`config.mk`:
```
export PLATFORM = sky130hd
export DESIGN_NAME = srt_datapath
export DESIGN_NICKNAME = d
export VERILOG_FILES = /design/src/rtl/core/srt_pkg.sv /design/src/rtl/core/srt_datapath.sv
export SDC_FILE = /design/constraint.sdc
export NUM_CORES = 1
export LEC_CHECK = 0
export ABC_AREA = 1
export BUFFER_PORTS_ARGS = -buffer_cell sky130_fd_sc_hd__buf_2
export CAP_MARGIN = 20
export CORE_ASPECT_RATIO = 0.6
export CORE_MARGIN = 1
export CORE_UTILIZATION = 27
export CTS_BUF_LIST = sky130_fd_sc_hd__clkbuf_4
export DETAILED_ROUTE_END_ITERATION = 8
export GPL_TIMING_DRIVEN = 0
export SLEW_MARGIN = 20
export SYNTH_ARGS = -nofsm -noshare
export SYNTH_HDL_FRONTEND = slang
export SYNTH_SLANG_ARGS = --single-unit
```
`constraint.sdc`:
```
create_clock -name clk -period 10.77 [get_ports clk]
set_input_delay 1.077 -clock clk [delete_from_list [all_inputs] [get_ports clk]]
set_output_delay 1.077 -clock clk [all_outputs]
set_load 0.01 [all_outputs]
```
`src/rtl/core/srt_pkg.sv`:
```
// ----------------------------------------------------------------------------
// srt_pkg
// Shared types and constants for the signed radix to text converter: register
// indexes, fixed field widths, controller states and the command and status
// bundles that pass between the controller and the datapath.
// ----------------------------------------------------------------------------
package srt_pkg;

    // Fixed widths of the channel fields.
    localparam int CHAR_W     = 8;
    localparam int CFG_IDX_W  = 2;
    localparam int CFG_DATA_W = 64;
    localparam int RADIX_W    = 5;

    // Dividend bits consumed by the divider in one cycle.
    localparam int DIV_STEP_BITS = 8;

    // Characters per alphabet word and bits of a digit code.
    localparam int ALPHA_CHARS = 8;
    localparam int DIGIT_CODE_W = 4;

    localparam logic [CHAR_W-1:0]  SIGN_CHAR   = 8'h2D;
    localparam logic [RADIX_W-1:0] RADIX_RESET = 5'd10;
    localparam logic [RADIX_W-1:0] RADIX_MIN   = 5'd2;

    // Configuration register indexes.
    localparam logic [CFG_IDX_W-1:0] REG_RADIX     = 2'd0;
    localparam logic [CFG_IDX_W-1:0] REG_DIGITS_LO = 2'd1;
    localparam logic [CFG_IDX_W-1:0] REG_DIGITS_HI = 2'd2;

    typedef enum logic [2:0] {
        ST_IDLE,
        ST_DIVIDE,
        ST_PREP,
        ST_SIGN,
        ST_DIGITS
    } srt_state_t;

    typedef struct packed {
        logic load;        // take a new value into the divider
        logic step;        // run one divider step
        logic prep;        // point the read side at the top digit
        logic emit_sign;   // load the minus sign into the output register
        logic emit_digit;  // load the current digit character
    } srt_cmd_t;

    typedef struct packed {
        logic step_last;   // this divider cycle finishes a digit
        logic quot_zero;   // the quotient after this cycle is zero
        logic neg;         // the value being converted is negative
        logic ptr_zero;    // the digit being emitted is the lowest one
        logic out_free;    // the output register can take a character
    } srt_stat_t;

endpackage

```
`src/rtl/core/srt_datapath.sv`:
```
// ----------------------------------------------------------------------------
// srt_datapath
// Magnitude divider, digit store and output register. The divider shifts the
// magnitude through a register a byte per cycle and keeps a running
// remainder; the quotient fills the register from below.
// ----------------------------------------------------------------------------
module srt_datapath
    import srt_pkg::*;
#(
    parameter int VALUE_BITS = 32,
    parameter int MAX_RADIX  = 16
)(
    input  logic                         clk,
    input  logic                         rst_n,
    input  srt_cmd_t                     cmd,
    output srt_stat_t                    stat,
    input  logic signed [VALUE_BITS-1:0] value,
    input  logic [$clog2(MAX_RADIX):0]   active_radix,
    input  logic [CFG_DATA_W-1:0]        digits_lo,
    input  logic [CFG_DATA_W-1:0]        digits_hi,
    output logic                         out_valid,
    input  logic                         out_ready,
    output logic [CHAR_W-1:0]            text_char,
    output logic                         last_char
);
    localparam int DIG_W    = $clog2(MAX_RADIX);
    localparam int RAD_W    = DIG_W + 1;
    localparam int DIV_CYC  = (VALUE_BITS + DIV_STEP_BITS - 1) / DIV_STEP_BITS;
    localparam int PAD_W    = DIV_CYC * DIV_STEP_BITS;
    localparam int CYC_W    = (DIV_CYC > 1) ? $clog2(DIV_CYC) : 1;
    localparam int ADDR_W   = $clog2(VALUE_BITS);
    localparam int CNT_W    = $clog2(VALUE_BITS + 1);

    logic [PAD_W-1:0]   shreg_reg;
    logic [PAD_W-1:0]   shreg_next;
    logic [DIG_W-1:0]   rem_reg;
    logic [DIG_W-1:0]   rem_next;
    logic [CYC_W-1:0]   cyc_reg;
    logic [CNT_W-1:0]   ndig_reg;
    logic [CNT_W-1:0]   ndig_m1;
    logic               neg_reg;
    logic [ADDR_W-1:0]  ptr_reg;
    logic [ADDR_W-1:0]  ptr_next;
    logic [DIG_W-1:0]   digit_mem [VALUE_BITS];
    logic [DIG_W-1:0]   mem_q_reg;
    logic               out_valid_reg;
    logic [CHAR_W-1:0]  text_char_reg;
    logic               last_char_reg;

    logic [VALUE_BITS-1:0]    mag;
    logic [DIV_STEP_BITS-1:0] qbyte;
    logic                     step_last;
    logic                     out_free;
    logic [DIGIT_CODE_W-1:0]  digit_code;
    logic [CFG_DATA_W-1:0]    alpha_word;
    logic [CHAR_W-1:0]        digit_char;

    // Magnitude of the two's complement input; the most negative value
    // gives 2^(VALUE_BITS-1), which still fits unsigned.
    assign mag = value[VALUE_BITS-1] ? (~value + 1'b1) : value;

    // Restoring division of the top byte of the shift register, one bit at
    // a time, by the active radix.
    always_comb
    begin
        logic [DIG_W:0] t;
        logic [DIG_W-1:0] r;
        r     = rem_reg;
        qbyte = '0;
        for (int i = DIV_STEP_BITS - 1; i >= 0; i--)
        begin
            t = {r, shreg_reg[PAD_W - DIV_STEP_BITS + i]};
            if (t >= active_radix)
            begin
                t        = t - active_radix;
                qbyte[i] = 1'b1;
            end
            r = t[DIG_W-1:0];
        end
        rem_next   = r;
        shreg_next = (shreg_reg << DIV_STEP_BITS) | PAD_W'(qbyte);
    end

    assign step_last = (cyc_reg == CYC_W'(DIV_CYC - 1));
    assign ndig_m1   = ndig_reg - CNT_W'(1);

    always_ff @(posedge clk or negedge rst_n)
    begin
        if (!rst_n)
        begin
            cyc_reg  <= '0;
            ndig_reg <= '0;
            neg_reg  <= 1'b0;
            rem_reg  <= '0;
        end
        else if (cmd.load)
        begin
            cyc_reg  <= '0;
            ndig_reg <= '0;
            neg_reg  <= value[VALUE_BITS-1];
            rem_reg  <= '0;
        end
        else if (cmd.step)
        begin
            if (step_last)
            begin
                cyc_reg  <= '0;
                ndig_reg <= ndig_reg + CNT_W'(1);
                rem_reg  <= '0;
            end
            else
            begin
                cyc_reg <= cyc_reg + CYC_W'(1);
                rem_reg <= rem_next;
            end
        end
    end

    always_ff @(posedge clk)
    begin
        if (cmd.load)
        begin
            shreg_reg <= PAD_W'(mag);
        end
        else if (cmd.step)
        begin
            shreg_reg <= shreg_next;
        end
    end

    // Digits are written lowest first and read back from the top down.
    always_ff @(posedge clk)
    begin
        if (cmd.step && step_last)
        begin
            digit_mem[ndig_reg[ADDR_W-1:0]] <= rem_next;
        end
        mem_q_reg <= digit_mem[ptr_next];
    end

    always_comb
    begin
        ptr_next = ptr_reg;
        if (cmd.prep)
        begin
            ptr_next = ndig_m1[ADDR_W-1:0];
        end
        else if (cmd.emit_digit && (ptr_reg != '0))
        begin
            ptr_next = ptr_reg - ADDR_W'(1);
        end
    end

    always_ff @(posedge clk or negedge rst_n)
    begin
        if (!rst_n)
        begin
            ptr_reg <= '0;
        end
        else
        begin
            ptr_reg <= ptr_next;
        end
    end

    // Alphabet lookup: digits 0..7 from the low word, 8..15 from the high.
    assign digit_code = DIGIT_CODE_W'(mem_q_reg);
    assign alpha_word = digit_code[DIGIT_CODE_W-1] ? digits_hi : digits_lo;
    assign digit_char = alpha_word[digit_code[DIGIT_CODE_W-2:0] * CHAR_W +: CHAR_W];

    assign out_free = !out_valid_reg || out_ready;

    always_ff @(posedge clk or negedge rst_n)
    begin
        if (!rst_n)
        begin
            out_valid_reg <= 1'b0;
        end
        else if (cmd.emit_sign || cmd.emit_digit)
        begin
            out_valid_reg <= 1'b1;
        end
        else if (out_ready)
        begin
            out_valid_reg <= 1'b0;
        end
    end

    always_ff @(posedge clk)
    begin
        if (cmd.emit_sign)
        begin
            text_char_reg <= SIGN_CHAR;
            last_char_reg <= 1'b0;
        end
        else if (cmd.emit_digit)
        begin
            text_char_reg <= digit_char;
            last_char_reg <= (ptr_reg == '0);
        end
    end

    assign out_valid = out_valid_reg;
    assign text_char = text_char_reg;
    assign last_char = last_char_reg;

    assign stat.step_last = step_last;
    assign stat.quot_zero = (shreg_next == '0);
    assign stat.neg       = neg_reg;
    assign stat.ptr_zero  = (ptr_reg == '0);
    assign stat.out_free  = out_free;

endmodule
```
==> results.md <==
- Headroom to the max-slew limit came out at 0.474.
- Of the post-synthesis cell area, the part taken by muxes is 0.
- In the post-synthesis netlist, the cell with the most instances is sky130_fd_sc_hd__nand2_1.
- Setup violations remaining at the end of the flow were counted as 1.
- The count of endpoints failing hold in the final timing report was 0.
- The run finished, with violations left.
- CTS built an H-tree with a depth of 4.
- The minimum setup slack in the final design is -399 ps.
- The final period demand of the worst path is ~11,000 ps.
- The achievable clock frequency is 0.0895 GHz.
- The share of async-settable or async-resettable flops after synthesis is 0.0942.
- Yosys mapped a number of flops with a built-in enable equal to 160.
- The length in cells of the worst reg-to-reg path is 72.
- The post-synthesis compound-gate area fraction is 0.104.
- The number of clock buffers added by TritonCTS is 17.
- Data on the critical path arrives at its endpoint at 10,090 ps.
- At the end of the flow, the number of nets in the layout was 1,970.
- The first global-routing pass estimated 62.0 mm of wire.
- The worst setup path is of the input pin to output pin kind.
- The total core area is 43,800 um^2.
- After the first detailed-routing iteration, the DRC count stood at ~1,100.
- The dominant cell type by area after synthesis is sky130_fd_sc_hd__edfxtp_1.
- Of the total synthesized cell area, the portion taken by AND, OR, NAND and NOR gates is 0.263.
- For this run, the register share of the synthesized area comes to 0.453.
- The max-slew violation count is 0.
- The die height is 166 um.
- The clock slew seen by the registers of the worst setup and hold paths is 150 ps.
- The effective utilization at floorplan is 0.277.
- Hold is met by 394 ps.
- Synthesis produced a netlist with a net count of around 1,700.
- The pre-antenna-repair detailed-routing pass consisted of 6 iterations.
- Once detail routing completed, the nets flagged for antenna violations numbered 0.
- Each instance of the synthesized netlist takes up on average 8.34 um^2.
- Of the cells placed in the final design, the portion with a size suffix greater than 1 is 0.254.
- The post-cts hold buffer count is 0.
- Along the worst path, the maximum fanout reaches 7.
- Counting instances in the post-synthesis netlist gives the leading cell types as sky130_fd_sc_hd__nand2_1 (248), sky130_fd_sc_hd__inv_1 (191), sky130_fd_sc_hd__nand3_1 (188), sky130_fd_sc_hd__edfxtp_1 (160), sky130_fd_sc_hd__nor2_1 (147).
- Of the total synthesized cell area, the portion taken by full adders, half adders and majority gates is 0.0625.
- The cell type with the highest occurrence count on the critical path is sky130_fd_sc_hd__nand2_2.
- After routing the design area is around 15,000 um^2.
- The total placed instance area is 14,100 um^2.
- Between clock sinks in the finished design, the worst skew comes to about 25 ps.
- In the synthesized netlist the dominant register cell turns out to be sky130_fd_sc_hd__edfxtp_1.
- The instance count of the mapped netlist is 1,458.
- The worst setup path is captured at an output pin.
- During synthesis, Yosys emitted a total of 0 warnings.
- The layout overhead on the synthesized area is 25.9%.
- The transition at the pin with the smallest max-transition slack is 787 ps.
- The via count of the first global-routing pass is ~11,000.
- The count of state elements after synthesis is around 190.
- The reg2reg setup slack is 410 ps.
- The clock root buffer master is sky130_fd_sc_hd__clkbuf_4.
- The clock sink count is 191.
- The final reports fail on setup timing.
- The pin count of the biggest net entering global routing is 35.
- The cell area that synthesis handed to floorplanning was roughly 12,000 um^2.
- The remaining routing DRC violations is 0.
- Wires add up to 41.5 mm.
- The number of port buffers is 183.
- The worst hold path belongs to the class input pin to async pin.
- The total overflow reported by the global router is 0.
- The critical-path cell with the highest stage delay is sky130_fd_sc_hd__ha_1.
- Pin placement for this block handled 188 I/O pins.
- By area, the combinational part of the netlist is dominated by simple AND/OR/NAND/NOR gates.
- The total routing usage reported by global routing is 0.174.
- Dividing the detail-routed via count by the number of cells gives 5.05.
- No sink is reached through more buffers than the 2 on the longest clock path.
- STA puts the critical path data required time at 9690 ps.
- The count of cell types in the netlist is 49.
- Detailed placement finished with a half-perimeter wire length of around 31 mm.
- Across the run, the number of max-cap violations was 0.
- From left edge to right edge, the die measures roughly 280 um.
- In this design, the stage delay of the slowest critical-path cell is 300 ps.
- The share of the clock period used by the worst path is 1.04.
- The routed layout has 11,790 vias.
- The fraction of post-synthesis cell area in the top cell type by area is 0.395.
- The reg-to-reg critical path startpoint is rem_reg[1]$_DFFE_PN0P_.
- Setup repair after global routing could not meet its margin everywhere.
- The end of the worst register-to-register path is digit_mem[11][3]$_DFFE_PP_.
- The worst setup path is launched from an input pin.
- The number of antenna violations at the first check in global routing is 1.
- The count of standard-cell rows is a little under 60.
- Clock latency on the worst-skew pair, taken at its later pin, is 630 ps.
- The floorplan step defined a die boundary enclosing 45,900 um^2.
- TritonCTS built the clock tree.
- The number of flip-flops under the largest register name is between 100 and 150.
- By area the synthesized netlist is led by sky130_fd_sc_hd__edfxtp_1 (39%), sky130_fd_sc_hd__nand3_1 (7.7%), sky130_fd_sc_hd__nand2_1 (7.7%), sky130_fd_sc_hd__inv_1 (5.9%), sky130_fd_sc_hd__o21ai_0 (5.0%).
- In the final routed layout, each cell accounts on average for 17.8 um.
- At the end of routability-driven placement, the weighted congestion stood at 0.928.
- Of the total synthesized cell area, the portion taken by XOR and XNOR cells is 0.0259.
[worst max-delay path, delay by kind of cell]
| kind | cells | cell delay [ps] |
|---|---|---|
| compound gates | 11 | 1650 |
| fa+ha+maj | 8 | 1940 |
| simple gates | 38 | 4150 |
| buf+inv | 12 | 1240 |
[final cells by class]
cell class              count  area, um^2
inverters                 196         763
multi-input cells        1004        6050
fillers                  4513       28500
plain buffers              70         380
well taps                 579         724
diodes                      1        2.50
flip-flops and latches    191        5520
clock inverters             9         110
clock buffers              23         173
repair buffers            261        1600
[cells in the final DEF (no fill, tap or decap), drive strengths merged, types with 2 or more instances in the layout]
cell type and instances:
a21o 7, xnor2 16, o21ai 136, clkinvlp 7, nand3b 43, ha 48
o221ai 25, nand2 257, inv 193, clkinv 3, nand3 191, dfrtp 18
or2 7, xor2 20, buf 295, clkbuf 59, a31oi 8, o31ai 2
nor2 150, a41oi 2, edfxtp 160, nand4 26, o21bai 4, dfxtp 13
nor4 7, bufinv 2, nor3 10, and2 6, o22ai 11, a21oi 16
fa 8
[what timing repair did]
action	4_1_cts	5_1_grt
pin swaps	57	20
resized for setup	55	27
setup buffers	57	22
endpoints found under the setup margin	134	88
cloned	0	3
[logic make-up after synthesis]
logic type | Yosys count
AND/OR/NAND/NOR | 696
flip-flops | 191
XOR/XNOR | 36
AO/OA/AOI/OAI | 213
buffers and inverters | 266
adder cells (fa/ha/maj) | 56
[metrics by stage]
stage / setup WS [ps] / utilization / instances / setup TNS, ps
after global placement: -4300 / 0.320 / 2220 / -446400
after detailed placement: -3140 / 0.321 / 2222 / -320520
after global routing: -869 / 0.349 / 2334 / -8240
after CTS: -122 / 0.343 / 2311 / -122
final: -399 / 0.349 / 2334 / -399
after floorplan: 5.69 / - / 1458 / 0
[metal layers]
metal,routed length [um],vias to the layer above,GRT usage,share of wire
li1,-,5526,-,-
met1,19700,5724,0.256,0.48
met2,17500,502,0.255,0.42
met3,3910,38,0.0415,0.094
met4,394,0,0.0374,0.0095
met5,0,-,0,0
[how the worst max path moves through the flow]
stage	start	to	depth (start not counted)
after floorplan	active_radix[2]	stat[3]	66
after global placement	active_radix[1]	digit_mem[20][1]$_DFFE_PP_	66
after detailed placement	active_radix[1]	stat[3]	66
after CTS	active_radix[2]	stat[3]	68
after global routing	active_radix[2]	stat[3]	69
final	active_radix[2]	stat[3]	69
Power is left out: the tool's default activity adds up to more than one toggle a clock period on the data nets, which glitch-free logic cannot reach.
