$ cat src/rtl/core/srt_pkg.sv
// ----------------------------------------------------------------------------
// srt_pkg
// Shared types and constants for the signed radix to text converter: register
// indexes, fixed field widths, controller states and the command and status
// bundles that pass between the controller and the datapath.
// ----------------------------------------------------------------------------
package srt_pkg;

    // Fixed widths of the channel fields.
    localparam int CHAR_W     = 8;
    localparam int CFG_IDX_W  = 2;
    localparam int CFG_DATA_W = 64;
    localparam int RADIX_W    = 5;

    // Dividend bits consumed by the divider in one cycle.
    localparam int DIV_STEP_BITS = 8;

    // Characters per alphabet word and bits of a digit code.
    localparam int ALPHA_CHARS = 8;
    localparam int DIGIT_CODE_W = 4;

    localparam logic [CHAR_W-1:0]  SIGN_CHAR   = 8'h2D;
    localparam logic [RADIX_W-1:0] RADIX_RESET = 5'd10;
    localparam logic [RADIX_W-1:0] RADIX_MIN   = 5'd2;

    // Configuration register indexes.
    localparam logic [CFG_IDX_W-1:0] REG_RADIX     = 2'd0;
    localparam logic [CFG_IDX_W-1:0] REG_DIGITS_LO = 2'd1;
    localparam logic [CFG_IDX_W-1:0] REG_DIGITS_HI = 2'd2;

    typedef enum logic [2:0] {
        ST_IDLE,
        ST_DIVIDE,
        ST_PREP,
        ST_SIGN,
        ST_DIGITS
    } srt_state_t;

    typedef struct packed {
        logic load;        // take a new value into the divider
        logic step;        // run one divider step
        logic prep;        // point the read side at the top digit
        logic emit_sign;   // load the minus sign into the output register
        logic emit_digit;  // load the current digit character
    } srt_cmd_t;

    typedef struct packed {
        logic step_last;   // this divider cycle finishes a digit
        logic quot_zero;   // the quotient after this cycle is zero
        logic neg;         // the value being converted is negative
        logic ptr_zero;    // the digit being emitted is the lowest one
        logic out_free;    // the output register can take a character
    } srt_stat_t;

endpackage

$ cat src/rtl/core/srt_cfg_regs.sv
// ----------------------------------------------------------------------------
// srt_cfg_regs
// Configuration registers: radix and the two digit alphabet words. The radix
// is saturated into the supported range before use.
// ----------------------------------------------------------------------------
module srt_cfg_regs
    import srt_pkg::*;
#(
    parameter int MAX_RADIX = 16
)(
    input  logic                  clk,
    input  logic                  rst_n,
    input  logic                  wr_valid,
    output logic                  wr_ready,
    input  logic [CFG_IDX_W-1:0]  wr_index,
    input  logic [CFG_DATA_W-1:0] wr_data,
    output logic [$clog2(MAX_RADIX):0] active_radix,
    output logic [CFG_DATA_W-1:0] digits_lo,
    output logic [CFG_DATA_W-1:0] digits_hi
);
    localparam int RAD_W = $clog2(MAX_RADIX) + 1;

    logic [RADIX_W-1:0]    radix_reg;
    logic [CFG_DATA_W-1:0] digits_lo_reg;
    logic [CFG_DATA_W-1:0] digits_hi_reg;

    assign wr_ready = 1'b1;

    always_ff @(posedge clk or negedge rst_n)
    begin
        if (!rst_n)
        begin
            radix_reg     <= RADIX_RESET;
            digits_lo_reg <= '0;
            digits_hi_reg <= '0;
        end
        else if (wr_valid)
        begin
            case (wr_index)
                REG_RADIX:     radix_reg     <= wr_data[RADIX_W-1:0];
                REG_DIGITS_LO: digits_lo_reg <= wr_data;
                REG_DIGITS_HI: digits_hi_reg <= wr_data;
                default:       ;
            endcase
        end
    end

    // Saturate the radix into 2..MAX_RADIX.
    always_comb
    begin
        if (radix_reg < RADIX_MIN)
        begin
            active_radix = RAD_W'(RADIX_MIN);
        end
        else if (radix_reg > RADIX_W'(MAX_RADIX))
        begin
            active_radix = RAD_W'(MAX_RADIX);
        end
        else
        begin
            active_radix = radix_reg[RAD_W-1:0];
        end
    end

    assign digits_lo = digits_lo_reg;
    assign digits_hi = digits_hi_reg;

endmodule

$ cat config.mk
export PLATFORM = sky130hd
export DESIGN_NAME = srt_cfg_regs
export DESIGN_NICKNAME = d
export VERILOG_FILES = /design/src/rtl/core/srt_pkg.sv /design/src/rtl/core/srt_cfg_regs.sv
export SDC_FILE = /design/constraint.sdc
export NUM_CORES = 1
export LEC_CHECK = 0
export BUFFER_PORTS_ARGS = -buffer_cell sky130_fd_sc_hd__buf_4
export CAP_MARGIN = 20
export CORE_MARGIN = 1.5
export CORE_UTILIZATION = 49
export CTS_CLUSTER_DIAMETER = 60
export DETAILED_ROUTE_END_ITERATION = 6
export GPL_ROUTABILITY_DRIVEN = 0
export PLACE_DENSITY = 0.79
export SYNTH_ARGS = -nofsm -noshare
export SYNTH_HDL_FRONTEND = slang
export SYNTH_SLANG_ARGS = --single-unit
export TNS_END_PERCENT = 100
$ cat constraint.sdc
create_clock -name clk -period 1 [get_ports clk]
set_input_delay 0.2 -clock clk [delete_from_list [all_inputs] [get_ports clk]]
set_output_delay 0.2 -clock clk [all_outputs]
set_load 0.02 [all_outputs]
==> run metrics, run 1 <==
post-synthesis sequential area ratio 0.604; n_diodes 0; DRC 0; adder-cell share of the synthesized area 0; Mapped Cells 292; Synth top area share 0.595; Lkg Pwr 5.19 nW; simple-gate share of the synthesized area 0.0102; Primary FF master, synth dfrtp_1; Sink Count 133; Vias per Instance 5.22; die width 109 um; initial DRC count 184; Tmin final 1.66 ns; critical path peak fanout 4; Worst-Margin Slew 0.508 ns; first-pass GRT wire length 25.3 mm; drt first pass iters 4; total negative setup slack -38.90 ns; Clock Skew 0 ns; xor/xnor share of the synthesized area 0; Peak Freq 0.602 GHz; Port-buffer cells 201; commonest non-fill, non-tap cell in the layout buf_4; Final Setup Violations 163; fraction of registers with async set/reset 1.00; status complete, but fails checks; slowest CP cell dfstp_2; Yosys warnings 0; CP cell instances nor3_1, nor3b_2, buf_4; unrepaired setup endpoints after global routing true; synth-to-layout area growth 80.9%; initial antenna violation count 0; WP data arrival 1.46 ns; largest family of logic cells by synthesized area multiplexers; Die H 109 um; Mapped Nets 361; core area 10900 um^2; pin count of the biggest net entering global routing 64; Placed Cells 637; share of cells above drive strength 1 0.723; CP Capture Type primary output; Avg Cell Area, Syn 18.9 um^2; ranking of synthesized cells by area dfrtp_1 59%, mux2_4 33%, mux2_2 2.7%; CTS tree built; slew margin rel. 0.661; final net count 778; H-tree lvl count 4; required time of the critical path 0.80 ns; Netlist cell types 15; Routed Antenna Nets 0; Peak supply drop 1.40 mV; FF-to-FF Start digits_hi[23]; r2r worst-path depth 3; Yosys reg bits 133; worst r2r dst digits_hi[23]; mux cell area share after synthesis 0.354; number of max-cap violations 0; Synth Area in Compound Gates 0.00182; final slew viol count 0; vias in the first global route 4582; clock root cell clkbuf_8; total gr overflow 0; Worst Path Buf+Inv 1; crit path kind reg2out; routed length per placed instance 24.9 um; worst setup margin -0.660 ns; DR vias 4501; failing checks setup timing; # IOs 203; initial core utilization 0.506; number of buffers created by CTS 17; Worst-Skew Late Latency 0.53 ns; Rows 38; max incr delay on CP 0.56 ns; Cell Area, Synth 5510 um^2; Die ar. 11900 um^2; clock-pin slew on the worst setup and hold paths 0.07 ns; flop2flop setup slack -0.07 ns; GRT Total Usage 0.296; final worst path period share 1.66; cell family with the largest share of critical-path delay flip-flops; hold crit path type in2async; most frequent cells in the layout 204 x buf_4, 140 x buf_6, 130 x dfrtp_1; area leader, netlist dfrtp_1; Power Dens Cells 2170 nW/um^2; final hold slack 0.0580 ns; Layout Cells excl Fill 862; DP HPWL 8.83 mm; final wirelength 21.4 mm; clock buffer depth 2; EDFF count, synth 0; crit start category flop; final hold violations 0
-- stage by stage --
| stage | power, mW | worst slack [ns] | utilization | cell area (um^2) |
|---|---|---|---|---|
| after floorplan | 10.0 | -0.104 | - | 5580 |
| after global placement | 12.3 | -0.399 | 0.667 | 7260 |
| after detailed placement | 12.4 | -0.417 | 0.667 | 7260 |
| after CTS | 20.1 | -0.676 | 0.870 | 9470 |
| after global routing | 22.2 | -0.735 | 0.915 | 9970 |
| final | 21.6 | -0.660 | 0.915 | 9970 |
-- synthesized netlist by cell type (2+ instances only) --
cell / instances
nor2b_1: 2
buf_4: 3
mux2_2: 13
buf_6: 12
nand3b_1: 2
mux2_4: 120
dfstp_2: 2
dfrtp_1: 131
-- how the worst max path moves through the flow --
stage / startpoint / endpoint / slack (ns) / cells past startpoint
after CTS: radix_reg[3] / active_radix[0] / -0.68 / 3
after global placement: wr_index[1] / digits_hi[1] / -0.40 / 4
after global routing: radix_reg[3] / active_radix[0] / -0.74 / 3
after detailed placement: wr_index[1] / digits_hi[1] / -0.42 / 4
after floorplan: radix_reg[3] / active_radix[0] / -0.10 / 2
final: radix_reg[3] / active_radix[0] / -0.66 / 3
-- cells by family after synthesis --
kind of cell	count (synthesis)
flops	133
other cells	1
mux	133
compound gates	1
buf+inv	16
simple gates	8
-- repair_timing --
action | 4_1_cts | 5_1_grt
hold buffers | 65 | 0
endpoints found under the hold margin | 264 | 0
gates resized for setup | 130 | 12
setup buffers | 68 | 60
endpoints found under the setup margin | 133 | 133
-- cell type report --
| cell class | instances | area (um^2) |
|---|---|---|
| clock buffers | 19 | 432 |
| clock inverters | 13 | 133 |
| repair buffers | 414 | 3860 |
| well taps | 140 | 175 |
| multi-input cells | 143 | 2040 |
| fillers | 335 | 922 |
| flip-flops and latches | 133 | 3330 |
-- report_power, final --
part | internal (mW) | switching (mW) | total [mW] | leakage, nW
Clock | 3.60 | 2.53 | 6.13 | 0.270
Combinational | 4.82 | 3.22 | 8.04 | 3.35
Sequential | 6.43 | 0.995 | 7.42 | 1.57
-- routing by layer --
layer | global-route usage | share of wire
met1 | 0.323 | 0.35
met2 | 0.541 | 0.53
met3 | 0.0771 | 0.066
met4 | 0.119 | 0.055
met5 | 0 | 0
(Power assumes the default switching activity.)
==> inputs of run 2 (changes only) <==
--- a/config.mk
+++ b/config.mk
@@ -8,11 +8,11 @@
 export BUFFER_PORTS_ARGS = -buffer_cell sky130_fd_sc_hd__buf_4
 export CAP_MARGIN = 20
 export CORE_MARGIN = 1.5
-export CORE_UTILIZATION = 49
+export CORE_UTILIZATION = 30
 export CTS_CLUSTER_DIAMETER = 60
 export DETAILED_ROUTE_END_ITERATION = 6
 export GPL_ROUTABILITY_DRIVEN = 0
-export PLACE_DENSITY = 0.79
+export PLACE_DENSITY = 0.5
 export SYNTH_ARGS = -nofsm -noshare
 export SYNTH_HDL_FRONTEND = slang
 export SYNTH_SLANG_ARGS = --single-unit
==> run 2 against run 1 <==
  * The run still ends with setup timing left
  * Utilization down 40 points
  * Cell area down 6.9%
  * Sequential power down 3%
  * Via count down 22%
  * Critical endpoint unchanged
  * Highest routed layer unchanged
==> run metrics, run 2 (same netlist as run 1, synthesis figures left out) <==
DP HPWL 9.01 mm (+2.0%); Peak Freq 0.645 GHz (+7.1%); Tot Pwr 21.3 mW (-1.4%); required time of the critical path 0.80 ns (about the same); Final Core Density 0.516 (-0.399); crit path kind reg2out; initial DRC count 99 (-46%); status complete, but fails checks; Final Setup Violations 136 (-17%); Die ar. 19200 um^2 (+61%); unrepaired setup endpoints after global routing true; synth-to-layout area growth 68.4%; total gr overflow 0 (unchanged); initial antenna violation count 0 (unchanged); Tmin final 1.55 ns (-0.110 ns); vias in the first global route 3971 (-13%); final wirelength 13.5 mm (-37%); H-tree lvl count 4 (unchanged); hold crit path type in2reg; final hold violations 0 (unchanged); final worst path period share 1.55 (-0.110); worst setup margin -0.551 ns (+0.110 ns); clock root cell clkbuf_16; Lkg Pwr 4.78 nW (-7.8%); routed length per placed instance 16.0 um (-36%); Vias per Instance 4.18 (-20%); clock-pin slew on the worst setup and hold paths 0.06 ns (about the same); clock buffer depth 2 (unchanged); share of cells above drive strength 1 0.777 (+0.0539); DRC 0 (unchanged); Placed Cells 734 (+15%); # IOs 203 (unchanged); Clock Skew 0 ns (unchanged); flop2flop setup slack -0.01 ns (+0.06 ns); Sw Ratio 0.270 (-0.0419); failing checks setup timing; Worst-Skew Late Latency 0.41 ns (-0.12 ns); Port-buffer cells 201 (unchanged); Clock power frac 0.341 (+0.057); pin count of the biggest net entering global routing 64 (unchanged); Sink Count 133 (unchanged); final slew viol count 0 (unchanged); CTS tree built; Layout Cells excl Fill 843 (-2.2%); number of max-cap violations 0 (unchanged); critical path peak fanout 3 (-1); DR vias 3522 (-22%); Routed Antenna Nets 0 (unchanged); die width 139 um (+27%); Power Dens Cells 2300 nW/um^2 (+5.9%); n_diodes 0 (unchanged); Combinational Power Share 0.320 (-0.052); Net Switching 5.76 mW (-15%); worst slack at placement -0.347 ns (+0.0705 ns); GRT Total Usage 0.144 (-0.152); final net count 670 (-14%); WP data arrival 1.35 ns (-0.11 ns); number of buffers created by CTS 17 (unchanged); Peak supply drop 1.02 mV (-27%); Die H 139 um (+27%); Rows 49 (+29%); Int Pwr 15.5 mW (+4.6%); CP Capture Type primary output; commonest non-fill, non-tap cell in the layout buf_4; most frequent cells in the layout 155 x buf_4, 141 x buf_6, 130 x dfrtp_1; Seq pwr share 0.339 (-0.005); initial core utilization 0.307 (-0.199); drt first pass iters 4 (unchanged); crit start category flop; core area 18000 um^2 (+65%); first-pass GRT wire length 21.6 mm (-15%); final hold slack 0.0262 ns (-0.0318 ns)
[run 2: metal layers]
metal	GRT usage	wire length (um)
met5	0	0
met4	0.0332	72
met3	0.0797	1300
met2	0.215	6190
met1	0.182	5900
[run 2: worst paths after layout]
check                         startpoint               to  cells after the start
setup / recovery            radix_reg[3]  active_radix[0]                      3
hold / removal               wr_data[36]    digits_hi[36]                      2
setup reg to reg           digits_hi[25]    digits_hi[25]                      3
hold reg to reg             radix_reg[0]     radix_reg[0]                      1
max in group asynchronous          rst_n     radix_reg[3]                      3
min in group asynchronous          rst_n    digits_hi[59]                      3
[run 2: final cells by class]
class	instances	area, um^2
clock buffers	21	470
clock inverters	11	221
fillers	1535	8690
multi-input cells	143	2040
flip-flops and latches	133	3330
well taps	229	287
repair buffers	306	2930
[run 2: power by group through the flow]
stage / sequential [mW] / clock [mW] / combinational, mW
after floorplan: 8.28 / 0 / 1.74
after global placement: 7.13 / 0 / 5.28
after detailed placement: 7.13 / 0 / 5.32
after CTS: 7.23 / 7.47 / 6.49
after global routing: 7.36 / 7.70 / 7.17
final: 7.23 / 7.26 / 6.81
[run 2: repair_timing]
action | in CTS | in global routing
setup buffers | 48 | 27
hold buffers | 1 | 1
cloned | 0 | 0
setup endpoints to repair | 133 | 133
resized for setup | 131 | 12
hold endpoints to repair | 131 | 1
[run 2: critical path: stages, from the launching register on]
cell and delay, ns:
dfstp_2 0.54, nor3_1 0.06, nor3b_2 0.17, buf_4 0.18
[run 2: per-stage QoR]
stage	instance area, um^2	setup TNS (ns)
after floorplan	5580	-8.20
after global placement	7470	-40.93
after detailed placement	7470	-39.88
after CTS	9020	-23.01
after global routing	9280	-26.00
final	9280	-19.69
==> inputs of run 3 (changes only) <==
--- a/config.mk
+++ b/config.mk
@@ -7,7 +7,6 @@
 export LEC_CHECK = 0
 export BUFFER_PORTS_ARGS = -buffer_cell sky130_fd_sc_hd__buf_4
 export CAP_MARGIN = 20
-export CORE_MARGIN = 1.5
 export CORE_UTILIZATION = 30
 export CTS_CLUSTER_DIAMETER = 60
 export DETAILED_ROUTE_END_ITERATION = 6
==> constraint.sdc (replaced) <==
create_clock -name clk -period 1 [get_ports clk]
set_input_delay 0.25 -clock clk [delete_from_list [all_inputs] [get_ports clk]]
set_output_delay 0.25 -clock clk [all_outputs]
set_load 0.02 [all_outputs]
==> run 3 against run 2 <==
  * The run still ends with setup timing left
  * Clock skew unchanged
  * Maximum frequency decreased by 3.3%
  * Wire length increased by 5.0%
  * Global-route usage increased by 0.62 points
  * Largest cell class unchanged
==> run metrics, run 3 (same netlist as run 1, synthesis figures left out) <==
status complete, but fails checks; failing checks setup timing; r2r worst-path depth 3 (unchanged); Lkg Pwr 4.86 nW (+1.6%); Clock Skew 0 ns (unchanged); hold crit path type in2reg; Tmin final 1.60 ns (+0.0524 ns); Power Dens Cells 2220 nW/um^2 (-3.1%); DP Area 7520 um^2 (+0.70%); GRT Total Usage 0.150 (+0.00621); CTS tree built; final wirelength 14.1 mm (+5.0%); die width 138 um (-0.72%); Peak Freq 0.624 GHz (-3.3%); slowest CP cell dfstp_2; share of cells above drive strength 1 0.782 (+0.00532); commonest non-fill, non-tap cell in the layout buf_4; Worst Hold Endpoint digits_hi[51]; final net count 685 (+2.2%); crit path kind reg2out; CP cell instances nor3_1, nor3b_2, buf_4; Fill cells 1536 (+0.065%); synth-to-layout area growth 70.7%; max incr delay on CP 0.56 ns (+0.02 ns); fin area 9410 um^2 (+1.4%); clock buffer depth 2 (unchanged); FF-to-FF Start digits_hi[13]; hold_sp wr_data[51]; final hold violations 0 (unchanged); clock root cell clkbuf_16; vias in the first global route 3875 (-2.4%); pin count of the biggest net entering global routing 37 (-42%); number of buffers created by CTS 17 (unchanged); Worst-Skew Late Latency 0.41 ns (about the same); # IOs 203 (unchanged); DRC 0 (unchanged); Rows 49 (unchanged); most frequent cells in the layout 161 x buf_4, 147 x buf_6, 130 x dfrtp_1; Die H 138 um (-0.72%); Vias per Instance 4.26 (+1.9%); required time of the critical path 0.75 ns (-0.05 ns); unrepaired setup endpoints after global routing true; n_diodes 0 (unchanged); Final Setup Violations 136 (unchanged); critical path peak fanout 4 (+1); Sink Count 133 (unchanged); Worst Path Buf+Inv 1 (unchanged); initial DRC count 70 (-29%); H-tree lvl count 4 (unchanged); DP HPWL 9.31 mm (+3.3%); hold depth 2 (unchanged); worst r2r dst digits_hi[13]; number of max-cap violations 0 (unchanged); core area 18000 um^2 (unchanged); Port-buffer cells 201 (unchanged); crit start category flop; cell family with the largest share of critical-path delay flip-flops; total gr overflow 0 (unchanged); routed length per placed instance 16.5 um (+3.1%); CP Capture Type primary output; initial core utilization 0.307 (unchanged); clock-pin slew on the worst setup and hold paths 0.06 ns (about the same); final worst path period share 1.60 (+0.0524); Routed Antenna Nets 0 (unchanged); final hold slack 0.0711 ns (+0.0449 ns); Peak supply drop 1.44 mV (+41%); first-pass GRT wire length 21.1 mm (-2.4%); worst setup path start radix_reg[3]; WP data arrival 1.35 ns (about the same); DR vias 3651 (+3.7%); initial antenna violation count 0 (unchanged); worst setup margin -0.603 ns (-0.0524 ns); final slew viol count 0 (unchanged); flop2flop setup slack -0.02 ns (about the same); Die ar. 18900 um^2 (-1.4%); drt first pass iters 4 (unchanged)
==> run 3: cell types whose count changed in the layout (fill, tap and decap cells not counted), sizes merged <==
cell,delta
dlygate4sd3,-1
clkinvlp,+2
clkbuf,-1
buf,+16
clkinv,+1
bufinv,-2
==> run 3: worst reg2reg max path, delay by kind of cell (launching register included) <==
| family | cells | cell delay (ns) |
|---|---|---|
| DFF | 1 | 0.40 |
| muxes | 1 | 0.25 |
| buffers and inverters | 2 | 0.26 |
==> run 3: worst max path at each step <==
stage,endpoint,cells past startpoint
finish,active_radix[0],3
floorplan,active_radix[0],2
global route,active_radix[0],3
global placement,digits_lo[49],4
detailed placement,digits_lo[48],4
CTS,active_radix[0],3
==> run 3: layout make-up <==
class	instances	area [um^2]	share of cell area
flip-flops and latches	133	3330	0.354
repair buffers	321	3110	0.331
multi-input cells	143	2040	0.217
clock buffers	20	457	0.0486
well taps	229	287	0.0305
clock inverters	12	178	0.0189
==> run 3: per-layer routing <==
metal / vias to the layer above / wire length, um / part of all wire / global-route usage
li1: 1674 / - / - / -
met1: 1819 / 6100 / 0.43 / 0.185
met2: 141 / 6700 / 0.47 / 0.240
met3: 17 / 1120 / 0.079 / 0.0489
met4: 0 / 219 / 0.015 / 0.0623
met5: - / 0 / 0 / 0
==> run 3: power breakdown <==
group	internal [mW]	total [mW]	leakage [nW]	switching, mW
Sequential	6.43	7.23	1.57	0.795
Combinational	4.38	7.04	2.99	2.67
Clock	4.30	6.65	0.298	2.35
==> run 3: repair_timing <==
action / in CTS / in global routing
resized for setup: 132 / 15
setup endpoints to repair: 136 / 134
buffers inserted: 55 / 37
hold endpoints to repair: 99 / 0
hold buffers: 1 / 0
==> run 3: metrics by stage <==
stage / total power [mW] / utilization / worst slack (ns) / setup TNS (ns) / instances
after floorplan: 10.0 / - / -0.154 / -14.35 / 292
after global placement: 12.4 / 0.419 / -0.429 / -50.35 / 733
after detailed placement: 12.5 / 0.419 / -0.448 / -51.52 / 733
after CTS: 20.7 / 0.505 / -0.641 / -30.06 / 821
after global routing: 21.9 / 0.524 / -0.690 / -32.48 / 858
final: 20.9 / 0.524 / -0.603 / -26.83 / 858
