==> src/rtl/core/srt_pkg.sv <==
// ----------------------------------------------------------------------------
// srt_pkg
// Shared types and constants for the signed radix to text converter: register
// indexes, fixed field widths, controller states and the command and status
// bundles that pass between the controller and the datapath.
// ----------------------------------------------------------------------------
package srt_pkg;

    // Fixed widths of the channel fields.
    localparam int CHAR_W     = 8;
    localparam int CFG_IDX_W  = 2;
    localparam int CFG_DATA_W = 64;
    localparam int RADIX_W    = 5;

    // Dividend bits consumed by the divider in one cycle.
    localparam int DIV_STEP_BITS = 8;

    // Characters per alphabet word and bits of a digit code.
    localparam int ALPHA_CHARS = 8;
    localparam int DIGIT_CODE_W = 4;

    localparam logic [CHAR_W-1:0]  SIGN_CHAR   = 8'h2D;
    localparam logic [RADIX_W-1:0] RADIX_RESET = 5'd10;
    localparam logic [RADIX_W-1:0] RADIX_MIN   = 5'd2;

    // Configuration register indexes.
    localparam logic [CFG_IDX_W-1:0] REG_RADIX     = 2'd0;
    localparam logic [CFG_IDX_W-1:0] REG_DIGITS_LO = 2'd1;
    localparam logic [CFG_IDX_W-1:0] REG_DIGITS_HI = 2'd2;

    typedef enum logic [2:0] {
        ST_IDLE,
        ST_DIVIDE,
        ST_PREP,
        ST_SIGN,
        ST_DIGITS
    } srt_state_t;

    typedef struct packed {
        logic load;        // take a new value into the divider
        logic step;        // run one divider step
        logic prep;        // point the read side at the top digit
        logic emit_sign;   // load the minus sign into the output register
        logic emit_digit;  // load the current digit character
    } srt_cmd_t;

    typedef struct packed {
        logic step_last;   // this divider cycle finishes a digit
        logic quot_zero;   // the quotient after this cycle is zero
        logic neg;         // the value being converted is negative
        logic ptr_zero;    // the digit being emitted is the lowest one
        logic out_free;    // the output register can take a character
    } srt_stat_t;

endpackage

==> src/rtl/core/srt_ctrl.sv <==
// ----------------------------------------------------------------------------
// srt_ctrl
// Controller state machine: accepts a value, runs the divider until the
// quotient is zero, then sequences the sign and the digit characters.
// ----------------------------------------------------------------------------
module srt_ctrl
    import srt_pkg::*;
(
    input  logic      clk,
    input  logic      rst_n,
    input  logic      in_valid,
    output logic      in_ready,
    input  srt_stat_t stat,
    output srt_cmd_t  cmd
);
    srt_state_t state_reg;
    srt_state_t state_next;

    always_ff @(posedge clk or negedge rst_n)
    begin
        if (!rst_n)
        begin
            state_reg <= ST_IDLE;
        end
        else
        begin
            state_reg <= state_next;
        end
    end

    always_comb
    begin
        state_next = state_reg;
        case (state_reg)
            ST_IDLE:
            begin
                if (in_valid)
                begin
                    state_next = ST_DIVIDE;
                end
            end
            ST_DIVIDE:
            begin
                if (stat.step_last && stat.quot_zero)
                begin
                    state_next = ST_PREP;
                end
            end
            ST_PREP:
            begin
                state_next = stat.neg ? ST_SIGN : ST_DIGITS;
            end
            ST_SIGN:
            begin
                if (stat.out_free)
                begin
                    state_next = ST_DIGITS;
                end
            end
            ST_DIGITS:
            begin
                if (stat.out_free && stat.ptr_zero)
                begin
                    state_next = ST_IDLE;
                end
            end
            default:
            begin
                state_next = ST_IDLE;
            end
        endcase
    end

    always_comb
    begin
        cmd      = '0;
        in_ready = 1'b0;
        case (state_reg)
            ST_IDLE:
            begin
                in_ready = 1'b1;
                cmd.load = in_valid;
            end
            ST_DIVIDE:
            begin
                cmd.step = 1'b1;
            end
            ST_PREP:
            begin
                cmd.prep = 1'b1;
            end
            ST_SIGN:
            begin
                cmd.emit_sign = stat.out_free;
            end
            ST_DIGITS:
            begin
                cmd.emit_digit = stat.out_free;
            end
            default:
            begin
                cmd = '0;
            end
        endcase
    end

endmodule

==> config.mk <==
export PLATFORM = sky130hd
export DESIGN_NAME = srt_ctrl
export DESIGN_NICKNAME = d
export VERILOG_FILES = /design/src/rtl/core/srt_pkg.sv /design/src/rtl/core/srt_ctrl.sv
export SDC_FILE = /design/constraint.sdc
export NUM_CORES = 1
export LEC_CHECK = 0
export BUFFER_PORTS_ARGS = -buffer_cell sky130_fd_sc_hd__buf_2
export CORE_AREA = 2 2 39 41
export DETAILED_ROUTE_END_ITERATION = 6
export DIE_AREA = 0 0 41 43
export GPL_TIMING_DRIVEN = 0
export PLACE_DENSITY_LB_ADDON = 0.12
export SETUP_SLACK_MARGIN = 0.3
export SYNTH_ARGS = -nofsm -noshare
export SYNTH_HDL_FRONTEND = slang
export SYNTH_SLANG_ARGS = --single-unit
==> constraint.sdc <==
create_clock -name clk -period 1.63 [get_ports clk]
set_input_delay 0.326 -clock clk [delete_from_list [all_inputs] [get_ports clk]]
set_output_delay 0.326 -clock clk [all_outputs]
set_load 0.02 [all_outputs]
==> qor.csv, run 1 <==
metric,value,unit
GR Overflow Total,0,
first-pass GRT wire length,986,um
"setup slack, reg-to-reg",290,ps
TritonCTS clock tree,built,
iteration-0 DRC count of the detailed router,1,
"Reg clk slew, reported paths",40,ps
r2r endpoint,state_reg[0]$_DFFE_PN0P_,
setup_tns,0,ps
Ports,14,
internal power,508,uW
initial antenna violation count,0,
Worst Path Max Fanout,7,
Routed WL per cell,10.2,um
CP startpoint kind,flop,
WL final,620,um
largest net degree at the start of global routing,8,
CP Data Arrival Time,1170,ps
vias in the first global route,267,
syn avg cell area,8.47,um^2
placed cell areas,294,um^2
Die Y,43,um
"flops & latches, synth",3,
status,completed,
peak supply drop,0.000582,V
Cell Rows,14,
Worst Setup EP,cmd[0],
Post-layout nets,54,
n_diodes,0,
"Seq/Total Area, Yosys",40.3,%
most area-consuming cells after synthesis,"dfrtp_1 40%, nor2_1 8.1%, nor4bb_1 5.4%, a2bb2oi_1 4.7%, o41ai_1 4.7%",
Fill cells,159,
critical path class,flop to primary output,
DRC Markers,0,
worst setup margin,133,ps
Cell variety after synth,16,
Max H-tree Level,1,
max FFs per register,3,
Reg power frac,19.6,%
P per Cell Area,1900,nW/um^2
CTS root buf,clkbuf_4,
Total GRT Usage,8.84,%
worst slew pin tran,262,ps
top-area cell type share of the netlist area,40.3,%
Slew Limit Fails,0,
Final Hold Fails,0,
Max Cap Viol,0,
Peak Freq,668,MHz
Routability Congestion,0.633,
Slew Limit Headroom,82.3,%
Port-buffer cells,13,
Min-Delay Path Class,primary input to flop,
Combinational Power Share,64.9,%
CTS Buf Count,3,
leak pwr,0.000205,uW
Synth area leader,dfrtp_1,
Final ANT Viol Nets,0,
crit end category,primary output,
r2r worst-path depth,5,
clk buf depth,2,
DIE AREA,1760,um^2
Syn Inst Count,22,
final core occ,32.5,%
Clock Sinks,3,
Psw,344,uW
Clk pwr share,15.5,%
"Setup violations, final",0,
setup repair after global routing missed its margin,yes,
Post-Place Worst Slack,329,ps
CP Launch Point,state_reg[0]$_DFFE_PN0P_,
yosys warns,0,
via count,246,
DRT Pass-1 Iters,2,
Core Box Area,1380,um^2
crit share post-route,91.8,%
share of layout cells above drive strength 1,73.3,%
Post-Syn Nets,30,
synthesized area,186,um^2
skew final,3.75,ps
Worst EP required,1300,ps
Die Span X,41,um
Syn-to-layout area delta,141,%
final instance area,449,um^2
vias per cell,4.03,
Final min period,1500,ps
worst skew pair latency,240,ps
Post-DP HPWL,421,um
Initial Util,13.5,%
switching share of power,40.3,%
FF-to-FF Start,state_reg[1]$_DFFE_PN0P_,
## cells by family (layout without fill, tap and decap cells)
group / after synthesis / in the layout / synth area share, %
simple gates: 14 / 14 / 41.6
compound gates: 4 / 4 / 15.4
buf+inv: 1 / 24 / 2.68
flops: 3 / 3 / 40.3
## how the worst min path moves through the flow
| stage | start | to | slack [ps] | cells after the start |
|---|---|---|---|---|
| 3_5_place_dp | rst_n | state_reg[2]$_DFFE_PN0P_ | 120 | 1 |
| 4_1_cts | stat[3] | state_reg[1]$_DFFE_PN0P_ | 350 | 3 |
| 6_report | stat[3] | state_reg[1]$_DFFE_PN0P_ | 360 | 3 |
| 2_1_floorplan | rst_n | state_reg[0]$_DFFE_PN0P_ | 30 | 0 |
| 5_1_grt | stat[3] | state_reg[1]$_DFFE_PN0P_ | 380 | 3 |
| 3_3_place_gp | rst_n | state_reg[0]$_DFFE_PN0P_ | 120 | 1 |
## metrics by stage
| stage | hold slack [ps] | instances | total power [uW] |
|---|---|---|---|
| global route | 378 | 61 | 914 |
| global placement | 121 | 51 | 495 |
| floorplan | 30.4 | 22 | 395 |
| CTS | 345 | 59 | 777 |
| finish | 355 | 61 | 852 |
| detailed placement | 122 | 51 | 494 |
## worst max-delay path, cell delays in order, from the launching register on
cell and delay, ps:
dfrtp_1 360, buf_6 140, nor4bb_4 260, buf_4 180
## cells in the mapped netlist
cell type and instances:
a2bb2oi_1 1, and2_1 1, buf_2 1, or3b_1 1, nand2b_1 1, nand2_1 2
nor4bb_1 1, o22ai_1 1, dfrtp_1 3, nor3_1 1, a21oi_1 1, nor2_1 4
nand3_1 1, nor3b_1 1, o41ai_1 1, and3_1 1
## layout by cell type, fill, tap and decap left out
master	count
dfrtp_1	1
or3b_4	1
clkbuf_1	1
and3_1	1
o22ai_1	1
nor4bb_4	1
nor2_4	2
dfrtp_2	2
a2bb2oi_1	1
nor3b_2	1
and2_4	1
dlygate4sd3_1	1
nand2_1	1
buf_2	7
nand2b_4	1
nor3_4	1
buf_4	6
nand3_1	1
buf_6	6
nor2_1	2
a21oi_1	1
clkbuf_4	3
o41ai_1	1
nand2_2	1
## metal layers
layer / up-vias / global-route usage, % / part of all wire, %
met5: - / 0 / 0
met4: 0 / 12.0 / 0
met3: 0 / 0 / 6.5
met2: 9 / 12.5 / 57
met1: 111 / 9.65 / 37
li1: 126 / - / -
## power groups by stage
stage | clock (uW) | sequential, uW | combinational [uW]
4_1_cts | 141 | 162 | 473
2_1_floorplan | 0 | 146 | 249
3_5_place_dp | 0 | 156 | 338
6_report | 132 | 167 | 553
3_3_place_gp | 0 | 160 | 336
5_1_grt | 147 | 171 | 596
## timing repair
| action | in CTS | in global routing |
|---|---|---|
| hold buffers | 1 | 0 |
| buffers inserted | 3 | 2 |
| endpoints found under the hold margin | 3 | 0 |
| gates resized for setup | 13 | 11 |
| pin swaps | 3 | 5 |
| endpoints found under the setup margin | 6 | 8 |
## area by class of cell
cell class | instances | area, um^2 | area share (%)
Buffer | 1 | 11.3 | 2.51
Clock buffer | 4 | 26.3 | 5.85
Multi-Input combinational cell | 18 | 168 | 37.3
Sequential cell | 3 | 77.6 | 17.3
Tap cell | 16 | 20.0 | 4.46
Timing Repair Buffer | 19 | 146 | 32.6
Power figures use the tool's default switching activity.
==> inputs of run 2 (changes only) <==
--- a/config.mk
+++ b/config.mk
@@ -5,13 +5,14 @@
 export SDC_FILE = /design/constraint.sdc
 export NUM_CORES = 1
 export LEC_CHECK = 0
-export BUFFER_PORTS_ARGS = -buffer_cell sky130_fd_sc_hd__buf_2
 export CORE_AREA = 2 2 39 41
 export DETAILED_ROUTE_END_ITERATION = 6
 export DIE_AREA = 0 0 41 43
+export DONT_BUFFER_PORTS = 1
 export GPL_TIMING_DRIVEN = 0
 export PLACE_DENSITY_LB_ADDON = 0.12
 export SETUP_SLACK_MARGIN = 0.3
 export SYNTH_ARGS = -nofsm -noshare
 export SYNTH_HDL_FRONTEND = slang
 export SYNTH_SLANG_ARGS = --single-unit
+export TNS_END_PERCENT = 10
==> run 2 against run 1 <==
Compared with the run above: first-iteration DRC count unchanged; worst setup slack got worse by 76 ps; non-clock buffer count is 17 lower; die area unchanged; cell area fell by 34%; clock power grew 3%; fmax shrank 4.8%; via count fell by 20%; flip-flop and latch count unchanged; combinational power is 38% lower.
==> qor.csv, run 2 (same netlist as run 1, synthesis figures left out) <==
metric,value,unit
"Setup violations, final",0,
crit share post-route,96.5,%
vias in the first global route,220,
worst skew pair latency,240,ps
Peak Freq,636,MHz
Slew Limit Headroom,71.5,%
Worst Path Max Fanout,6,
Max Cap Viol,0,
n_diodes,0,
Routability Congestion,0.611,
share of layout cells above drive strength 1,46.4,%
first-pass GRT wire length,938,um
Ports,14,
Final min period,1570,ps
Min-Delay Endpoint,state_reg[1]$_DFFE_PN0P_,
Slew Limit Fails,0,
"non-filler cells, final",44,
Routed WL per cell,12.4,um
Total GRT Usage,8.95,%
Die Y,43,um
critical path class,flop to primary output,
GR Overflow Total,0,
CTS Buf Count,3,
CTS root buf,clkbuf_4,
via count,198,
leak pwr,0.000119,uW
TritonCTS clock tree,built,
Hold Path Depth,2,
Post-layout nets,37,
worst slew pin tran,426,ps
Post-Place Worst Slack,220,ps
"Reg clk slew, reported paths",40,ps
crit end category,primary output,
iteration-0 DRC count of the detailed router,1,
max FFs per register,3,
skew final,0.494,ps
Inst Count DP,38,
placed cell areas,229,um^2
setup repair after global routing missed its margin,yes,
r2r endpoint,state_reg[0]$_DFFE_PN0P_,
Syn-to-layout area delta,59.7,%
WL final,547,um
Port-buffer cells,0,
worst hold path startpoint,stat[3],
Core Box Area,1380,um^2
DIE AREA,1760,um^2
Final Hold Fails,0,
Final ANT Viol Nets,0,
FF-to-FF Start,state_reg[2]$_DFFE_PN0P_,
r2r worst-path depth,3,
"setup slack, reg-to-reg",350,ps
Die Span X,41,um
status,completed,
"commonest non-fill, non-tap cell in the layout",clkbuf_4,
largest net degree at the start of global routing,8,
final instance area,298,um^2
DRT Pass-1 Iters,3,
Min-Delay Path Class,primary input to flop,
"leading cell types in the layout, fill and taps excluded","3 x clkbuf_4, 2 x nor2_2, 2 x nand2_1, 2 x nor2_1, 2 x dfrtp_2",
CP startpoint kind,flop,
initial antenna violation count,0,
Post-DP HPWL,387,um
Worst EP required,1300,ps
Clock Sinks,3,
setup_tns,0,ps
peak supply drop,0.000552,V
worst setup margin,57.4,ps
Max H-tree Level,1,
clk buf depth,2,
vias per cell,4.50,
Cell Rows,14,
Initial Util,13.5,%
DRC Markers,0,
P per Cell Area,2170,nW/um^2
CP Data Arrival Time,1250,ps
run 2: changes by cell type in the layout (fill, tap and decap cells not counted), moves of 2 or more:
cell	delta
buf_2	-7
buf_6	-5
nor2_2	+2
nor2_4	-2
buf_4	-5
run 2: stage by stage:
stage / util [%] / power [uW] / hold slack, ps
2_1_floorplan: - / 395 / 30.4
3_3_place_gp: 16.5 / 440 / 30.5
6_report: 21.5 / 645 / 229
5_1_grt: 21.5 / 698 / 249
4_1_cts: 21.4 / 657 / 230
3_5_place_dp: 16.5 / 437 / 30.5
run 2: worst max path at each step:
stage,to,depth (start not counted),from,slack (ps)
2_1_floorplan,cmd[0],2,state_reg[0]$_DFFE_PN0P_,280
3_3_place_gp,cmd[4],2,state_reg[2]$_DFFE_PN0P_,210
3_5_place_dp,cmd[4],2,state_reg[1]$_DFFE_PN0P_,220
4_1_cts,cmd[4],3,state_reg[0]$_DFFE_PN0P_,30
5_1_grt,cmd[4],2,state_reg[1]$_DFFE_PN0P_,8
6_report,cmd[4],2,state_reg[1]$_DFFE_PN0P_,60
run 2: worst max-delay path: stages (launching register included):
cell	delay (ps)
dfrtp_2	470
nor3_4	310
and2_4	230
run 2: cell type report:
class	count	area, um^2
multi-input cells	18	145
repair buffers	2	17.5
plain buffers	1	11.3
flip-flops and latches	3	77.6
fillers	160	1090
well taps	16	20.0
clock buffers	4	26.3
run 2: report_power, final:
group / internal [uW] / switching, uW / leakage [uW]
combinational: 148 / 195 / 0.0000684
sequential: 112 / 54.2 / 0.0000353
clock: 92.1 / 43.8 / 0.0000150
total: 352 / 293 / 0.000119
run 2: what timing repair did:
action,in CTS,in global routing
endpoints found under the setup margin,6,8
endpoints found under the hold margin,3,0
gates cloned,0,0
resized for setup,8,1
hold buffers,1,0
setup buffers,1,0
pin swaps,2,2
run 2: layer usage:
layer	global-route usage [%]	routed length, um
met3	3.66	44
met1	9.39	212
met5	0	0
met2	10.9	267
met4	12.0	23
==> inputs of run 3 (changes only) <==
--- a/config.mk
+++ b/config.mk
@@ -10,6 +10,7 @@
 export DIE_AREA = 0 0 41 43
 export DONT_BUFFER_PORTS = 1
 export GPL_TIMING_DRIVEN = 0
+export MAX_ROUTING_LAYER = met4
 export PLACE_DENSITY_LB_ADDON = 0.12
 export SETUP_SLACK_MARGIN = 0.3
 export SYNTH_ARGS = -nofsm -noshare
==> constraint.sdc (replaced) <==
create_clock -name clk -period 1.6 [get_ports clk]
set_input_delay 0.32 -clock clk [delete_from_list [all_inputs] [get_ports clk]]
set_output_delay 0.32 -clock clk [all_outputs]
set_load 0.02 [all_outputs]
==> run 3 against run 2 <==
Compared with the run above: critical path depth stayed put; final cell count unchanged; cell area is the same; sequential share of layout area unchanged; utilization unchanged; combinational power up 2%; clock skew did not move; via count stayed put; first-iteration DRC count is the same; non-clock buffer count is the same; power rose by 1.9%; flip-flop and latch count unchanged; critical path type unchanged; largest cell class unchanged; largest power group unchanged.
==> qor.csv, run 3 (same netlist as run 1, synthesis figures left out) <==
metric,value,unit
GR Overflow Total,0,
Routed WL per cell,12.4,um
Min-Delay Path Class,primary input to flop,
"leading cell types in the layout, fill and taps excluded","3 x clkbuf_4, 2 x nor2_2, 2 x nand2_1, 2 x nor2_1, 2 x dfrtp_2",
via count,198,
Syn-to-layout area delta,59.7,%
placed cell areas,229,um^2
largest net degree at the start of global routing,8,
Max H-tree Level,1,
Die Span X,41,um
worst setup margin,33.4,ps
worst skew pair latency,240,ps
met2 track demand over resource,10.9,%
CP Data Arrival Time,1250,ps
status,completed,
Clock Sinks,3,
register area,77.6,um^2
crit share post-route,97.9,%
iteration-0 DRC count of the detailed router,1,
Routability Congestion,0.615,
Final min period,1570,ps
Final Power,657,uW
clk buf depth,2,
max FFs per register,3,
first-pass GRT wire length,938,um
vias in the first global route,220,
n_diodes,0,
peak supply drop,0.000562,V
Die Y,43,um
Worst EP required,1280,ps
Slew Limit Headroom,71.5,%
DIE AREA,1760,um^2
critical path class,flop to primary output,
Max Cap Viol,0,
Final ANT Viol Nets,0,
"Reg clk slew, reported paths",40,ps
"Setup violations, final",0,
Slew Limit Fails,0,
Worst Path Max Fanout,6,
Core Box Area,1380,um^2
P per Cell Area,2210,nW/um^2
DRC Markers,0,
Fill cells,160,
CTS root buf,clkbuf_4,
final instance area,298,um^2
Post-DP HPWL,387,um
setup_tns,0,ps
Cell Rows,14,
worst path cell trace,nor3_4 > and2_4,
"commonest non-fill, non-tap cell in the layout",clkbuf_4,
M3 GR Usage,3.66,%
share of layout cells above drive strength 1,46.4,%
WL final,547,um
initial antenna violation count,0,
skew final,0.494,ps
Initial Util,13.5,%
GR peak layer,met4,
critical path's top delay family,simple AND/OR/NAND/NOR gates,
Ports,14,
DRT Pass-1 Iters,3,
hold_ws,223,ps
Port-buffer cells,0,
leak pwr,0.000119,uW
slowest CP cell,dfrtp_2,
Final Hold Fails,0,
grt met1 use,9.39,%
vias per cell,4.50,
CP startpoint kind,flop,
crit end category,primary output,
CTS Buf Count,3,
Post-Place Worst Slack,196,ps
Post-layout nets,37,
worst slew pin tran,426,ps
Peak Freq,638,MHz
Total GRT Usage,9.18,%
Multi-input gate area,145,um^2
TritonCTS clock tree,built,
setup repair after global routing missed its margin,yes,
Slowest Stage Delay on Critical Path,470,ps
crit path buf inv count,0,
==> run 3: repair_timing <==
item                                    4_1_cts  5_1_grt
pin swaps                                     2        2
endpoints found under the hold margin         3        0
buffers inserted                              1        0
hold buffers                                  1        0
endpoints found under the setup margin        7        8
resized for setup                             8        1
==> run 3: cell type report <==
type | instances | area share [%]
plain buffers | 1 | 3.78
clock buffers | 4 | 8.82
multi-input cells | 18 | 48.7
flip-flops and latches | 3 | 26.1
well taps | 16 | 6.72
repair buffers | 2 | 5.88
==> run 3: path summary, 6_finish.rpt <==
kind | from | endpoint | slack [ps] | depth (start not counted)
max in group asynchronous | rst_n | state_reg[2]$_DFFE_PN0P_ | 1110 | 1
min in group asynchronous | rst_n | state_reg[1]$_DFFE_PN0P_ | 330 | 1
hold reg to reg | state_reg[2]$_DFFE_PN0P_ | state_reg[0]$_DFFE_PN0P_ | 580 | 1
setup / recovery | state_reg[1]$_DFFE_PN0P_ | cmd[4] | 30 | 2
setup reg to reg | state_reg[2]$_DFFE_PN0P_ | state_reg[0]$_DFFE_PN0P_ | 320 | 3
hold / removal | stat[3] | state_reg[1]$_DFFE_PN0P_ | 220 | 2
==> run 3: layer usage <==
metal | vias up | part of all wire (%)
li1 | 91 | -
met1 | 92 | 39
met2 | 12 | 49
met3 | 3 | 8.0
met4 | 0 | 4.2
met5 | - | 0
==> run 3: per-stage QoR <==
step | instances | util [%]
global route | 44 | 21.5
global placement | 38 | 16.5
floorplan | 22 | -
detailed placement | 38 | 16.5
CTS | 44 | 21.4
finish | 44 | 21.5
==> run 3: power breakdown <==
group / internal, uW / switching (uW) / leakage (uW)
Sequential: 114 / 55.2 / 0.0000353
Clock: 93.8 / 44.6 / 0.0000150
Combinational: 151 / 199 / 0.0000684
